[src/hw/rtl/atbt_pkg.sv]
// Shared types, constants and the arctangent table of the batch tilt angle core.
`default_nettype none

package atbt_pkg;

	// Default configuration of the core.
	localparam int MAX_BATCH_DEF    = 32;
	localparam int ANGLE_FRAC_DEF   = 7;
	localparam int CORDIC_ITERS_DEF = 16;

	// Fixed field widths of the channels and the configuration port.
	localparam int ACCEL_W     = 16;
	localparam int REF_W       = 15;
	localparam int DELTA_W     = 16;
	localparam int COUNT_OUT_W = 6;
	localparam int CFG_IDX_W   = 2;

	// Configuration register indexes.
	localparam logic [CFG_IDX_W-1:0] REG_REF_ROLL  = 2'd0;
	localparam logic [CFG_IDX_W-1:0] REG_REF_PITCH = 2'd1;
	localparam logic [CFG_IDX_W-1:0] REG_REF_YAW   = 2'd2;

	// CORDIC number formats: angles in degrees with TAB_FRAC fraction bits.
	localparam int TAB_FRAC  = 20;
	localparam int TAB_LEN   = 24;
	localparam int TAB_IDX_W = 5;
	localparam int ACC_W     = 30;
	localparam int CORDIC_W  = 44;
	localparam int NORM_LOG  = 40;
	localparam int FAST_STEP = 8;
	localparam int DEG_180   = 180;

	// Sequencer states of the core.
	typedef enum logic [2:0] {
		S_ACCUM,
		S_SQUARE,
		S_ROOT_GO,
		S_ROOT_WAIT,
		S_ANGLE_GO,
		S_ANGLE_WAIT,
		S_EMIT
	} core_state_t;

	// States of the CORDIC unit.
	typedef enum logic [1:0] {
		C_IDLE,
		C_NORM,
		C_ROTATE,
		C_FINISH
	} cordic_state_t;

	// The three tilt angles, worked one after the other.
	typedef enum logic [1:0] {
		AX_ROLL,
		AX_PITCH,
		AX_YAW
	} axis_t;

	// atan(2^-i) in degrees with TAB_FRAC fraction bits, rounded to nearest.
	function automatic logic [ACC_W-1:0] atan_entry(input logic [TAB_IDX_W-1:0] idx);
		unique case (idx)
			5'd0:    atan_entry = ACC_W'(47185920);
			5'd1:    atan_entry = ACC_W'(27855475);
			5'd2:    atan_entry = ACC_W'(14718068);
			5'd3:    atan_entry = ACC_W'(7471121);
			5'd4:    atan_entry = ACC_W'(3750058);
			5'd5:    atan_entry = ACC_W'(1876857);
			5'd6:    atan_entry = ACC_W'(938658);
			5'd7:    atan_entry = ACC_W'(469357);
			5'd8:    atan_entry = ACC_W'(234682);
			5'd9:    atan_entry = ACC_W'(117342);
			5'd10:   atan_entry = ACC_W'(58671);
			5'd11:   atan_entry = ACC_W'(29335);
			5'd12:   atan_entry = ACC_W'(14668);
			5'd13:   atan_entry = ACC_W'(7334);
			5'd14:   atan_entry = ACC_W'(3667);
			5'd15:   atan_entry = ACC_W'(1833);
			5'd16:   atan_entry = ACC_W'(917);
			5'd17:   atan_entry = ACC_W'(458);
			5'd18:   atan_entry = ACC_W'(229);
			5'd19:   atan_entry = ACC_W'(115);
			5'd20:   atan_entry = ACC_W'(57);
			5'd21:   atan_entry = ACC_W'(29);
			5'd22:   atan_entry = ACC_W'(14);
			5'd23:   atan_entry = ACC_W'(7);
			default: atan_entry = '0;
		endcase
	endfunction

endpackage

`default_nettype wire

[src/hw/rtl/atbt_sample_if.sv]
// Valid/ready channel that carries one accelerometer sample per transfer.
`default_nettype none

interface atbt_sample_if import atbt_pkg::*; ();
	logic                      valid;
	logic                      ready;
	logic signed [ACCEL_W-1:0] accel_x;
	logic signed [ACCEL_W-1:0] accel_y;
	logic signed [ACCEL_W-1:0] accel_z;
	logic                      batch_end;

	modport source (output valid, accel_x, accel_y, accel_z, batch_end, input ready);
	modport sink (input valid, accel_x, accel_y, accel_z, batch_end, output ready);
endinterface

`default_nettype wire

[src/hw/rtl/atbt_result_if.sv]
// Valid/ready channel that carries one set of tilt angle deltas per transfer.
`default_nettype none

interface atbt_result_if import atbt_pkg::*; ();
	logic                      valid;
	logic                      ready;
	logic signed [DELTA_W-1:0] delta_roll;
	logic signed [DELTA_W-1:0] delta_pitch;
	logic signed [DELTA_W-1:0] delta_yaw;
	logic [COUNT_OUT_W-1:0]    samples_used;
	logic                      batch_overflow;

	modport source (output valid, delta_roll, delta_pitch, delta_yaw, samples_used,
		batch_overflow, input ready);
	modport sink (input valid, delta_roll, delta_pitch, delta_yaw, samples_used,
		batch_overflow, output ready);
endinterface

`default_nettype wire

[src/hw/rtl/atbt_isqrt.sv]
// Iterative floor square root, one root bit per clock cycle.
`default_nettype none

module atbt_isqrt import atbt_pkg::*; #(
	parameter int ROOT_W = 22
) (
	input  wire logic                  clk,
	input  wire logic                  arst_n,
	input  wire logic                  start,
	input  wire logic [2*ROOT_W-1:0]   radicand,
	output logic                       done,
	output logic [ROOT_W-1:0]          root
);

	localparam int RAD_W = 2 * ROOT_W;
	localparam int CNT_W = $clog2(ROOT_W + 1);

	logic              busy_q;
	logic              done_q;
	logic [CNT_W-1:0]  cnt_q;
	logic [RAD_W-1:0]  rad_q;
	logic [ROOT_W+1:0] rem_q;
	logic [ROOT_W-1:0] root_q;

	logic [ROOT_W+1:0] rem_sh;
	logic [ROOT_W+1:0] trial;
	logic              fits;

	// Bring down the next two radicand bits and try a one for the next root bit.
	always_comb begin
		rem_sh = {rem_q[ROOT_W-1:0], rad_q[RAD_W-1 -: 2]};
		trial  = {root_q, 2'b01};
		fits   = rem_sh >= trial;
	end

	// Step counter and handshake flags.
	always_ff @(posedge clk or negedge arst_n) begin
		if (!arst_n) begin
			busy_q <= 1'b0;
			done_q <= 1'b0;
			cnt_q  <= '0;
		end else begin
			done_q <= 1'b0;
			if (start) begin
				busy_q <= 1'b1;
				cnt_q  <= CNT_W'(ROOT_W);
			end else if (busy_q) begin
				cnt_q <= cnt_q - CNT_W'(1);
				if (cnt_q == CNT_W'(1)) begin
					busy_q <= 1'b0;
					done_q <= 1'b1;
				end
			end
		end
	end

	// Remainder and partial root.
	always_ff @(posedge clk) begin
		if (start) begin
			rad_q  <= radicand;
			rem_q  <= '0;
			root_q <= '0;
		end else if (busy_q) begin
			rad_q <= rad_q << 2;
			if (fits) begin
				rem_q  <= rem_sh - trial;
				root_q <= {root_q[ROOT_W-2:0], 1'b1};
			end else begin
				rem_q  <= rem_sh;
				root_q <= {root_q[ROOT_W-2:0], 1'b0};
			end
		end
	end

	assign done = done_q;
	assign root = root_q;

	// A new root is only started once the previous one has finished.
	a_start_idle: assert property (@(posedge clk) disable iff (!arst_n)
		start |-> !busy_q)
		else $error("square root started while busy");

endmodule

`default_nettype wire

[src/hw/rtl/atbt_cordic.sv]
// Iterative CORDIC vectoring unit that returns atan2(y, x) in fixed-point degrees.
`default_nettype none

module atbt_cordic import atbt_pkg::*; #(
	parameter int IN_W            = 23,
	parameter int ANGLE_FRAC_BITS = ANGLE_FRAC_DEF,
	parameter int CORDIC_ITERS    = CORDIC_ITERS_DEF,
	parameter int ANG_W           = ANGLE_FRAC_BITS + 9
) (
	input  wire logic                    clk,
	input  wire logic                    arst_n,
	input  wire logic                    start,
	input  wire logic signed [IN_W-1:0]  y_in,
	input  wire logic signed [IN_W-1:0]  x_in,
	output logic                         done,
	output logic signed [ANG_W-1:0]      angle
);

	localparam int IT_W = $clog2(CORDIC_ITERS);
	localparam int SH   = TAB_FRAC - ANGLE_FRAC_BITS;

	localparam logic signed [CORDIC_W-1:0] ONE_W    = CORDIC_W'(1);
	localparam logic signed [CORDIC_W-1:0] NORM_POS = ONE_W << NORM_LOG;
	localparam logic signed [CORDIC_W-1:0] NORM_NEG = -NORM_POS;
	localparam logic signed [CORDIC_W-1:0] FAST_POS = ONE_W << (NORM_LOG - FAST_STEP + 1);
	localparam logic signed [CORDIC_W-1:0] FAST_NEG = -FAST_POS;
	localparam logic signed [ACC_W-1:0]    ONE_A    = ACC_W'(1);
	localparam logic signed [ACC_W-1:0]    DEG180   = ACC_W'(DEG_180) << TAB_FRAC;
	localparam logic signed [ACC_W-1:0]    HALF     = ONE_A << (SH - 1);

	cordic_state_t state_q, state_d;

	logic signed [CORDIC_W-1:0] x_q, y_q;
	logic signed [ACC_W-1:0]    acc_q;
	logic [IT_W-1:0]            it_q;
	logic                       xneg_q, yneg_q;
	logic                       done_q;
	logic signed [ANG_W-1:0]    angle_q;

	logic signed [CORDIC_W-1:0] x_sh, y_sh, x_ext;
	logic signed [ACC_W-1:0]    tab;
	logic signed [ACC_W-1:0]    folded;
	logic signed [ACC_W-1:0]    rounded;
	logic                       in_norm, in_fast, last_it;

	// Shifted operands, range checks and the final angle.
	always_comb begin
		x_ext   = CORDIC_W'(x_in);
		x_sh    = x_q >>> it_q;
		y_sh    = y_q >>> it_q;
		tab     = signed'(atan_entry(TAB_IDX_W'(it_q)));
		in_norm = (x_q < NORM_POS) && (x_q > NORM_NEG) && (y_q < NORM_POS) && (y_q > NORM_NEG);
		in_fast = (x_q < FAST_POS) && (x_q > FAST_NEG) && (y_q < FAST_POS) && (y_q > FAST_NEG);
		last_it = it_q == IT_W'(CORDIC_ITERS - 1);
		// A vector in the left half plane was mirrored; fold its angle back.
		priority if (!xneg_q) begin
			folded = acc_q;
		end else if (!yneg_q) begin
			folded = DEG180 - acc_q;
		end else begin
			folded = -DEG180 - acc_q;
		end
		rounded = (folded + HALF) >>> SH;
	end

	// State register.
	always_ff @(posedge clk or negedge arst_n) begin
		if (!arst_n) begin
			state_q <= C_IDLE;
			done_q  <= 1'b0;
		end else begin
			state_q <= state_d;
			done_q  <= state_q == C_FINISH;
		end
	end

	// Next state.
	always_comb begin
		state_d = state_q;
		unique case (state_q)
			C_IDLE: begin
				if (start) begin
					// A zero vector has angle zero and skips the rotation.
					if (y_in == '0 && x_in == '0) begin
						state_d = C_FINISH;
					end else begin
						state_d = C_NORM;
					end
				end
			end
			C_NORM: begin
				if (!in_norm) begin
					state_d = C_ROTATE;
				end
			end
			C_ROTATE: begin
				if (last_it) begin
					state_d = C_FINISH;
				end
			end
			C_FINISH: state_d = C_IDLE;
			default:  state_d = C_IDLE;
		endcase
	end

	// Shared add/shift datapath.
	always_ff @(posedge clk) begin
		unique case (state_q)
			C_IDLE: begin
				if (start) begin
					x_q    <= x_in[IN_W-1] ? -x_ext : x_ext;
					y_q    <= CORDIC_W'(y_in);
					xneg_q <= x_in[IN_W-1];
					yneg_q <= y_in[IN_W-1];
					acc_q  <= '0;
					it_q   <= '0;
				end
			end
			C_NORM: begin
				// Scale both operands up together until one reaches the limit.
				if (in_fast) begin
					x_q <= x_q <<< FAST_STEP;
					y_q <= y_q <<< FAST_STEP;
				end else if (in_norm) begin
					x_q <= x_q <<< 1;
					y_q <= y_q <<< 1;
				end
			end
			C_ROTATE: begin
				if (!y_q[CORDIC_W-1]) begin
					x_q   <= x_q + y_sh;
					y_q   <= y_q - x_sh;
					acc_q <= acc_q + tab;
				end else begin
					x_q   <= x_q - y_sh;
					y_q   <= y_q + x_sh;
					acc_q <= acc_q - tab;
				end
				it_q <= it_q + IT_W'(1);
			end
			C_FINISH: angle_q <= ANG_W'(rounded);
			default: begin
			end
		endcase
	end

	assign done  = done_q;
	assign angle = angle_q;

	// Starts come only while the unit is free.
	a_start_idle: assert property (@(posedge clk) disable iff (!arst_n)
		start |-> state_q == C_IDLE)
		else $error("CORDIC started while busy");

	// The x component never goes negative once the vector is in the right half plane.
	a_x_nonneg: assert property (@(posedge clk) disable iff (!arst_n)
		state_q == C_ROTATE |-> !x_q[CORDIC_W-1])
		else $error("CORDIC x component went negative");

endmodule

`default_nettype wire

[src/hw/rtl/accel_batch_tilt_angles_core.sv]
// Top level of the batch tilt angle core: sample sums, sequencer and result register.
`default_nettype none

// Accumulates three-axis accelerometer samples, up to MAX_BATCH per batch, and on the
// sample marked batch_end returns roll, pitch and yaw tilt angles minus the reference
// angles held in the configuration registers, in degrees with ANGLE_FRAC_BITS fraction
// bits and saturated to 16 bits. Samples that arrive once the batch is full are dropped
// and reported through batch_overflow. A sample without batch_end is taken without a stall.
// A batch end keeps the input stalled while the angles are worked out: the three sums are
// squared one after the other on the single multiplier, then three square roots run on the
// shared root unit, then three passes of the shared CORDIC unit each normalize and rotate
// (a pass skips both when both operands are zero), then the result register is loaded,
// which waits while the previous result is still held. The result register lets the next
// batch start while the previous result waits to be taken.
module accel_batch_tilt_angles_core import atbt_pkg::*; #(
	parameter int MAX_BATCH       = MAX_BATCH_DEF,
	parameter int ANGLE_FRAC_BITS = ANGLE_FRAC_DEF,
	parameter int CORDIC_ITERS    = CORDIC_ITERS_DEF
) (
	input  wire logic                 clk,
	input  wire logic                 arst_n,
	atbt_sample_if.sink               in_ch,
	atbt_result_if.source             out_ch,
	input  wire logic                 cfg_we,
	input  wire logic [CFG_IDX_W-1:0] cfg_index,
	input  wire logic [REF_W-1:0]     cfg_wdata
);

	localparam int CNT_W  = $clog2(MAX_BATCH + 1);
	localparam int SUM_W  = ACCEL_W + CNT_W;
	localparam int SQ_W   = 2 * SUM_W - 1;
	localparam int RAD_W  = 2 * SUM_W;
	localparam int IN_W   = SUM_W + 1;
	localparam int ANG_W  = ANGLE_FRAC_BITS + 9;
	localparam int DIFF_W = (ANG_W > DELTA_W ? ANG_W : DELTA_W) + 1;

	localparam logic signed [DIFF_W-1:0] D_MAX = DIFF_W'((1 << (DELTA_W - 1)) - 1);
	localparam logic signed [DIFF_W-1:0] D_MIN = DIFF_W'(-(1 << (DELTA_W - 1)));

	core_state_t state_q, state_d;
	axis_t       axis_q, axis_nx;

	// Batch state.
	logic signed [SUM_W-1:0] sum_x_q, sum_y_q, sum_z_q;
	logic [CNT_W-1:0]        count_q;
	logic                    ovf_q;

	// Reference angles.
	logic signed [REF_W-1:0] ref_roll_q, ref_pitch_q;
	logic [REF_W-1:0]        ref_yaw_q;

	// Intermediate results.
	logic [SQ_W-1:0]           sq_x_q, sq_y_q, sq_z_q;
	logic [SUM_W-1:0]          root_roll_q, root_pitch_q, root_yaw_q;
	logic signed [DELTA_W-1:0] delta_roll_q, delta_pitch_q, delta_yaw_q;

	// Result register.
	logic                      out_valid_q;
	logic signed [DELTA_W-1:0] res_roll_q, res_pitch_q, res_yaw_q;
	logic [COUNT_OUT_W-1:0]    res_count_q;
	logic                      res_ovf_q;

	logic                      in_xfer, out_xfer, emit_load;
	logic                      sqrt_start, sqrt_done;
	logic                      cordic_start, cordic_done;
	logic signed [SUM_W-1:0]   sq_op;
	logic signed [RAD_W-1:0]   product;
	logic [RAD_W-1:0]          radicand;
	logic [SUM_W-1:0]          root;
	logic signed [IN_W-1:0]    cordic_y, cordic_x;
	logic signed [ANG_W-1:0]   cordic_angle;
	logic signed [DIFF_W-1:0]  ref_ext, diff;
	logic signed [DELTA_W-1:0] delta_sat;

	assign in_xfer  = in_ch.valid && in_ch.ready;
	assign out_xfer = out_valid_q && out_ch.ready;

	// Per-axis operand selection for the multiplier, root and CORDIC units.
	always_comb begin
		unique case (axis_q)
			AX_ROLL: begin
				axis_nx  = AX_PITCH;
				sq_op    = sum_x_q;
				radicand = RAD_W'(sq_y_q) + RAD_W'(sq_z_q);
				cordic_y = IN_W'(sum_x_q);
				cordic_x = signed'({1'b0, root_roll_q});
				ref_ext  = DIFF_W'(ref_roll_q);
			end
			AX_PITCH: begin
				axis_nx  = AX_YAW;
				sq_op    = sum_y_q;
				radicand = RAD_W'(sq_x_q) + RAD_W'(sq_z_q);
				cordic_y = IN_W'(sum_y_q);
				cordic_x = signed'({1'b0, root_pitch_q});
				ref_ext  = DIFF_W'(ref_pitch_q);
			end
			default: begin
				axis_nx  = AX_ROLL;
				sq_op    = sum_z_q;
				radicand = RAD_W'(sq_x_q) + RAD_W'(sq_y_q);
				cordic_y = signed'({1'b0, root_yaw_q});
				cordic_x = IN_W'(sum_z_q);
				ref_ext  = signed'(DIFF_W'(ref_yaw_q));
			end
		endcase
	end

	// Single squaring multiplier.
	assign product = sq_op * sq_op;

	// Angle minus reference, saturated to the result width.
	always_comb begin
		diff = DIFF_W'(cordic_angle) - ref_ext;
		priority if (diff > D_MAX) begin
			delta_sat = DELTA_W'(D_MAX);
		end else if (diff < D_MIN) begin
			delta_sat = DELTA_W'(D_MIN);
		end else begin
			delta_sat = DELTA_W'(diff);
		end
	end

	atbt_isqrt #(
		.ROOT_W(SUM_W)
	) u_isqrt (
		.clk      (clk),
		.arst_n   (arst_n),
		.start    (sqrt_start),
		.radicand (radicand),
		.done     (sqrt_done),
		.root     (root)
	);

	atbt_cordic #(
		.IN_W            (IN_W),
		.ANGLE_FRAC_BITS (ANGLE_FRAC_BITS),
		.CORDIC_ITERS    (CORDIC_ITERS),
		.ANG_W           (ANG_W)
	) u_cordic (
		.clk    (clk),
		.arst_n (arst_n),
		.start  (cordic_start),
		.y_in   (cordic_y),
		.x_in   (cordic_x),
		.done   (cordic_done),
		.angle  (cordic_angle)
	);

	// State register.
	always_ff @(posedge clk or negedge arst_n) begin
		if (!arst_n) begin
			state_q <= S_ACCUM;
		end else begin
			state_q <= state_d;
		end
	end

	// Sequencer: next state and unit strobes.
	always_comb begin
		state_d      = state_q;
		in_ch.ready  = 1'b0;
		sqrt_start   = 1'b0;
		cordic_start = 1'b0;
		emit_load    = 1'b0;
		unique case (state_q)
			S_ACCUM: begin
				in_ch.ready = 1'b1;
				if (in_ch.valid && in_ch.batch_end) begin
					state_d = S_SQUARE;
				end
			end
			S_SQUARE: begin
				if (axis_q == AX_YAW) begin
					state_d = S_ROOT_GO;
				end
			end
			S_ROOT_GO: begin
				sqrt_start = 1'b1;
				state_d    = S_ROOT_WAIT;
			end
			S_ROOT_WAIT: begin
				if (sqrt_done) begin
					state_d = (axis_q == AX_YAW) ? S_ANGLE_GO : S_ROOT_GO;
				end
			end
			S_ANGLE_GO: begin
				cordic_start = 1'b1;
				state_d      = S_ANGLE_WAIT;
			end
			S_ANGLE_WAIT: begin
				if (cordic_done) begin
					state_d = (axis_q == AX_YAW) ? S_EMIT : S_ANGLE_GO;
				end
			end
			S_EMIT: begin
				// Wait for the result register to be free or emptied this cycle.
				if (!out_valid_q || out_ch.ready) begin
					emit_load = 1'b1;
					state_d   = S_ACCUM;
				end
			end
			default: state_d = S_ACCUM;
		endcase
	end

	// Control state: axis pointer, batch state, references and result valid.
	always_ff @(posedge clk or negedge arst_n) begin
		if (!arst_n) begin
			axis_q      <= AX_ROLL;
			sum_x_q     <= '0;
			sum_y_q     <= '0;
			sum_z_q     <= '0;
			count_q     <= '0;
			ovf_q       <= 1'b0;
			ref_roll_q  <= '0;
			ref_pitch_q <= '0;
			ref_yaw_q   <= '0;
			out_valid_q <= 1'b0;
		end else begin
			// Sample transfer: add it in unless the batch is full.
			if (in_xfer) begin
				if (count_q < CNT_W'(MAX_BATCH)) begin
					sum_x_q <= sum_x_q + SUM_W'(in_ch.accel_x);
					sum_y_q <= sum_y_q + SUM_W'(in_ch.accel_y);
					sum_z_q <= sum_z_q + SUM_W'(in_ch.accel_z);
					count_q <= count_q + CNT_W'(1);
				end else begin
					ovf_q <= 1'b1;
				end
			end

			// Step to the next axis as each unit pass completes.
			if ((state_q == S_SQUARE) || (state_q == S_ROOT_WAIT && sqrt_done) ||
					(state_q == S_ANGLE_WAIT && cordic_done)) begin
				axis_q <= axis_nx;
			end

			// The batch is cleared when its result is loaded.
			if (emit_load) begin
				sum_x_q <= '0;
				sum_y_q <= '0;
				sum_z_q <= '0;
				count_q <= '0;
				ovf_q   <= 1'b0;
			end

			if (emit_load) begin
				out_valid_q <= 1'b1;
			end else if (out_xfer) begin
				out_valid_q <= 1'b0;
			end

			// Configuration writes; indexes past the list are ignored.
			if (cfg_we) begin
				unique case (cfg_index)
					REG_REF_ROLL:  ref_roll_q  <= signed'(cfg_wdata);
					REG_REF_PITCH: ref_pitch_q <= signed'(cfg_wdata);
					REG_REF_YAW:   ref_yaw_q   <= cfg_wdata;
					default: begin
					end
				endcase
			end
		end
	end

	// Intermediate and result payload registers.
	always_ff @(posedge clk) begin
		if (state_q == S_SQUARE) begin
			unique case (axis_q)
				AX_ROLL:  sq_x_q <= SQ_W'(product);
				AX_PITCH: sq_y_q <= SQ_W'(product);
				default:  sq_z_q <= SQ_W'(product);
			endcase
		end
		if (state_q == S_ROOT_WAIT && sqrt_done) begin
			unique case (axis_q)
				AX_ROLL:  root_roll_q  <= root;
				AX_PITCH: root_pitch_q <= root;
				default:  root_yaw_q   <= root;
			endcase
		end
		if (state_q == S_ANGLE_WAIT && cordic_done) begin
			unique case (axis_q)
				AX_ROLL:  delta_roll_q  <= delta_sat;
				AX_PITCH: delta_pitch_q <= delta_sat;
				default:  delta_yaw_q   <= delta_sat;
			endcase
		end
		if (emit_load) begin
			res_roll_q  <= delta_roll_q;
			res_pitch_q <= delta_pitch_q;
			res_yaw_q   <= delta_yaw_q;
			res_count_q <= COUNT_OUT_W'(count_q);
			res_ovf_q   <= ovf_q;
		end
	end

	assign out_ch.valid          = out_valid_q;
	assign out_ch.delta_roll     = res_roll_q;
	assign out_ch.delta_pitch    = res_pitch_q;
	assign out_ch.delta_yaw      = res_yaw_q;
	assign out_ch.samples_used   = res_count_q;
	assign out_ch.batch_overflow = res_ovf_q;

	// The sample count never passes the batch limit.
	a_count_max: assert property (@(posedge clk) disable iff (!arst_n)
		count_q <= CNT_W'(MAX_BATCH))
		else $error("sample count beyond batch limit");

	// Samples are only dropped once the batch is full.
	a_ovf_full: assert property (@(posedge clk) disable iff (!arst_n)
		ovf_q |-> count_q == CNT_W'(MAX_BATCH))
		else $error("overflow flagged on a batch that is not full");

	// A new result appears only out of the emit step.
	a_emit_src: assert property (@(posedge clk) disable iff (!arst_n)
		$rose(out_valid_q) |-> $past(state_q == S_EMIT))
		else $error("result valid raised outside the emit step");

endmodule

`default_nettype wire

[src/flat_wrapper.sv]
// flat-port wrapper written by rule: the top's interface ports become plain ports
module accel_batch_tilt_angles_core_flat import atbt_pkg::*;
#(
	parameter int MAX_BATCH       = MAX_BATCH_DEF,
	parameter int ANGLE_FRAC_BITS = ANGLE_FRAC_DEF,
	parameter int CORDIC_ITERS    = CORDIC_ITERS_DEF
)
  (clk, arst_n, cfg_we, cfg_index, cfg_wdata, in_ch_valid, in_ch_accel_x, in_ch_accel_y, in_ch_accel_z, in_ch_batch_end, in_ch_ready, out_ch_valid, out_ch_delta_roll, out_ch_delta_pitch, out_ch_delta_yaw, out_ch_samples_used, out_ch_batch_overflow, out_ch_ready);
  atbt_sample_if in_ch_i ();
  atbt_result_if out_ch_i ();
  input  wire logic clk;
  input  wire logic arst_n;
  input  wire logic cfg_we;
  input  wire logic [CFG_IDX_W-1:0] cfg_index;
  input  wire logic [REF_W-1:0] cfg_wdata;
  input wire logic [$bits(in_ch_i.valid)-1:0] in_ch_valid;
  input wire logic [$bits(in_ch_i.accel_x)-1:0] in_ch_accel_x;
  input wire logic [$bits(in_ch_i.accel_y)-1:0] in_ch_accel_y;
  input wire logic [$bits(in_ch_i.accel_z)-1:0] in_ch_accel_z;
  input wire logic [$bits(in_ch_i.batch_end)-1:0] in_ch_batch_end;
  output wire logic [$bits(in_ch_i.ready)-1:0] in_ch_ready;
  output wire logic [$bits(out_ch_i.valid)-1:0] out_ch_valid;
  output wire logic [$bits(out_ch_i.delta_roll)-1:0] out_ch_delta_roll;
  output wire logic [$bits(out_ch_i.delta_pitch)-1:0] out_ch_delta_pitch;
  output wire logic [$bits(out_ch_i.delta_yaw)-1:0] out_ch_delta_yaw;
  output wire logic [$bits(out_ch_i.samples_used)-1:0] out_ch_samples_used;
  output wire logic [$bits(out_ch_i.batch_overflow)-1:0] out_ch_batch_overflow;
  input wire logic [$bits(out_ch_i.ready)-1:0] out_ch_ready;
  assign in_ch_i.valid = in_ch_valid;
  assign in_ch_i.accel_x = in_ch_accel_x;
  assign in_ch_i.accel_y = in_ch_accel_y;
  assign in_ch_i.accel_z = in_ch_accel_z;
  assign in_ch_i.batch_end = in_ch_batch_end;
  assign in_ch_ready = in_ch_i.ready;
  assign out_ch_valid = out_ch_i.valid;
  assign out_ch_delta_roll = out_ch_i.delta_roll;
  assign out_ch_delta_pitch = out_ch_i.delta_pitch;
  assign out_ch_delta_yaw = out_ch_i.delta_yaw;
  assign out_ch_samples_used = out_ch_i.samples_used;
  assign out_ch_batch_overflow = out_ch_i.batch_overflow;
  assign out_ch_i.ready = out_ch_ready;
  accel_batch_tilt_angles_core #(.MAX_BATCH(MAX_BATCH), .ANGLE_FRAC_BITS(ANGLE_FRAC_BITS), .CORDIC_ITERS(CORDIC_ITERS)) u_core (.clk(clk), .arst_n(arst_n), .in_ch(in_ch_i), .out_ch(out_ch_i), .cfg_we(cfg_we), .cfg_index(cfg_index), .cfg_wdata(cfg_wdata));
endmodule
[config.mk]
export PLATFORM = sky130hd
export DESIGN_NAME = accel_batch_tilt_angles_core_flat
export DESIGN_NICKNAME = d
export VERILOG_FILES = /design/src/hw/rtl/atbt_pkg.sv /design/src/hw/rtl/atbt_sample_if.sv /design/src/hw/rtl/atbt_result_if.sv /design/src/hw/rtl/atbt_isqrt.sv /design/src/hw/rtl/atbt_cordic.sv /design/src/hw/rtl/accel_batch_tilt_angles_core.sv /design/src/flat_wrapper.sv
export SDC_FILE = /design/constraint.sdc
export NUM_CORES = 2
export LEC_CHECK = 0
export BUFFER_PORTS_ARGS = -buffer_cell sky130_fd_sc_hd__clkbuf_2
export CORE_MARGIN = 2
export CORE_UTILIZATION = 50
export DETAILED_ROUTE_END_ITERATION = 10
export PLACE_DENSITY = 0.68
export SETUP_SLACK_MARGIN = 0.15
export SYNTH_ARGS = -nofsm -noshare
export SYNTH_HDL_FRONTEND = slang
export SYNTH_HIERARCHICAL = 1
export SYNTH_SLANG_ARGS = --single-unit
[constraint.sdc]
create_clock -name clk -period 8.4 [get_ports clk]
set_clock_uncertainty 0.1 [all_clocks]
set_input_delay 0.84 -clock clk [delete_from_list [all_inputs] [get_ports clk]]
set_output_delay 0.84 -clock clk [all_outputs]
set_load 0.03 [all_outputs]
==> metrics.cfg <==
[worst_setup_path]
rrSetupSlack_ps=270
crit_arrival_ps=8480
cp.required_ps=8750
critPathKind=reg2reg
slowest_delay_ps=560
crit_fanout=8
endpoint_kind=flip-flop
slowest_stage=dfrtp_4
startpoint_type=flip-flop
crit_top_cell=fa_1
r2r_cells=34

[clock_tree]
cts_buffers=80
ctsHoldBuffers=0
clkLatencyLatePin_ps=700
cts_root_buf=clkbuf_16
cts_max_path_buffers=3
htreeDepth=3
cts_tree=done
clock_sinks=682
clk_pin_slew_worst_paths_ps=60

[floorplan]
die_h_um=370
core-area_um2=133000
boundaryPins=128
die-area_um2=137000
die_w_um=370
rows=134
initial_utilization_pct=50.3

[synth]
synth_ff_type=edfxtp_1
ys_async_sr_fraction_pct=19.6
ys_ff_latch=682
syn_area_per_cell_um2=9.38
ys_warn_count=6
ys_seq_area_share_pct=28.5
synth-edff-count=478
netlist_area_um2=67000
mappedNetlistNets=8141
synth_cell_types=126
synthCells=7143

[routing]
antenna_left=0
drt_pre_antenna_iters=9
wl_per_cell_um=21.8
vias_per_cell=5.99
wl_mm=201
first_iter_violations=4954
vias=55144
drcViolationCount=0

[final_layout]
final_cells=9211
num-nets-final=8374
layout_commonest_cell=inv_1
post_route_cells_drive_above_1_share_pct=14.2
final_cell_area_um2=75100
area_delta_synth_final_pct=12.0
final_cell_mix=inv_1, nand2_1, nor2_1
n_fill_cell=11593

[timing]
fmax_mhz=123
rsz0062_at_grt=true
relSlewSlack_pct=17.7
hold_viol=0
tightest_slew_ps=1200
min_period_ps=8130
finalCritPeriodShare_pct=96.8
drv_slew=0
setup_viol=0

[global_route]
grt_overflow_total=0
grt_util_all_layers_pct=29.1
first_global_vias=54474
grt_max_degree=104
antenna_found_initial=1
grt_pass1_wl_mm=313

[placement]
place_hpwl_mm=153
gp_congestion=0.964
placed_cells=9024
io_buffers=127
placed_area_um2=71000

[outcome]
status=complete, no violations

[hold_path]
min_path_type=in2async

[run]
cap_violations=0

[routing by layer]
metal	track usage, %	up-vias	share of wire [%]	routed length (um)
li1	-	25447	-	-
met1	38.8	27094	41	83200
met2	48.1	2165	48	95800
met3	3.85	438	6.7	13500
met4	11.4	0	4.3	8700
met5	0	-	0	0
[cell families after synthesis]
| family | synth area share (%) |
|---|---|
| AND/OR/NAND/NOR | 13.4 |
| AO/OA/AOI/OAI | 15.1 |
| flip-flops | 28.5 |
| XOR/XNOR | 5.84 |
| buffers and inverters | 6.50 |
| adder cells (fa/ha/maj) | 22.4 |
| multiplexers | 8.28 |
[state kept, by name, indices dropped and copies added, names as in the netlist, 26 cells and up]
register	flops
u_core/u_cordic/x_q	44
u_core/sq_y_q	42
u_core/u_isqrt/rad_q	44
u_core/u_cordic/y_q	44
u_core/sq_z_q	42
u_core/sq_x_q	42
u_core/u_cordic/acc_q	29
u_core/u_cordic/tab	26
[final timing paths]
check,startpoint,to
worst max register to register,u_core/axis_q[0],u_core/sq_z_q[28]
worst min-delay path,arst_n,u_core/u_isqrt/cnt_q[0]
max in group asynchronous,arst_n,u_core/sum_z_q[9]
min in group clk,u_core/delta_yaw_q[12],u_core/out_ch.delta_yaw[12]
worst min register to register,u_core/delta_yaw_q[12],u_core/out_ch.delta_yaw[12]
worst max-delay path,u_core/axis_q[0],u_core/sq_z_q[28]
[final cells by class]
| cell class | instances | area (um^2) | share of cell area, % |
|---|---|---|---|
| well taps | 1768 | 2210 | 2.95 |
| repair buffers | 454 | 3410 | 4.55 |
| flip-flops and latches | 682 | 19100 | 25.5 |
| clock inverters | 56 | 606 | 0.807 |
| clock buffers | 92 | 2130 | 2.84 |
| inverters | 820 | 3110 | 4.15 |
| multi-input cells | 5338 | 44500 | 59.2 |
| diodes | 1 | 2.50 | 0.00333 |
[worst max-delay path, delay by kind of cell, from the launching register on]
kind,cells,cell delay (ps)
adder cells (fa/ha/maj),8,3750
AO/OA/AOI/OAI,9,1460
buffers and inverters,12,1430
flip-flops,1,560
AND/OR/NAND/NOR,4,520
XOR/XNOR,1,80
[synthesized netlist by cell type, drive strengths merged, types with 29 or more instances]
master  instances  area (um^2)
inv           812         3050
dfxtp          70         1400
nand2b         77          482
o31ai          43          323
clkbuf        229          860
nor2b          79          494
and3           37          231
o21ai         303         1520
ha            471         5890
nand4          49          307
dfrtp         134         3350
nor3          109          556
nor2          563         2120
nand2         690         2590
xor2          168         1470
mux2          157         1770
a21oi         504         2540
mux2i         231         2320
and2           40          255
a21o          160         1200
a31oi          61          388
mux4           64         1460
o22ai          45          288
a221oi         29          290
a211oi         54          410
xnor2         275         2420
o21bai         37          278
nor4           41          269
buf            74          417
fa            456         9130
o21a           60          452
o211ai         31          233
nand3         138          691
edfxtp        478        14400
[through the flow]
| step | hold WS (ps) | TNS (ps) | setup WS (ps) | utilization (%) |
|---|---|---|---|---|
| 3_3_place_gp | 301 | -256 | -28.0 | 53.3 |
| 4_1_cts | 50.2 | 0 | 150 | 55.5 |
| 5_1_grt | 81.6 | 0 | 45.1 | 56.3 |
| 6_report | 63.8 | 0 | 266 | 56.3 |
| 2_1_floorplan | 300 | 0 | 159 | - |
| 3_5_place_dp | 305 | -1770 | -120 | 53.3 |
[timing repair]
| item | in CTS | in global routing |
|---|---|---|
| pin swaps | 8 | 96 |
| resized for setup | 34 | 208 |
| cloned | 0 | 2 |
| setup endpoints to repair | 39 | 54 |
| setup buffers | 4 | 32 |
Power is not shown: default switching activity piles up to over one toggle a cycle in this logic, so the estimate is an artifact.
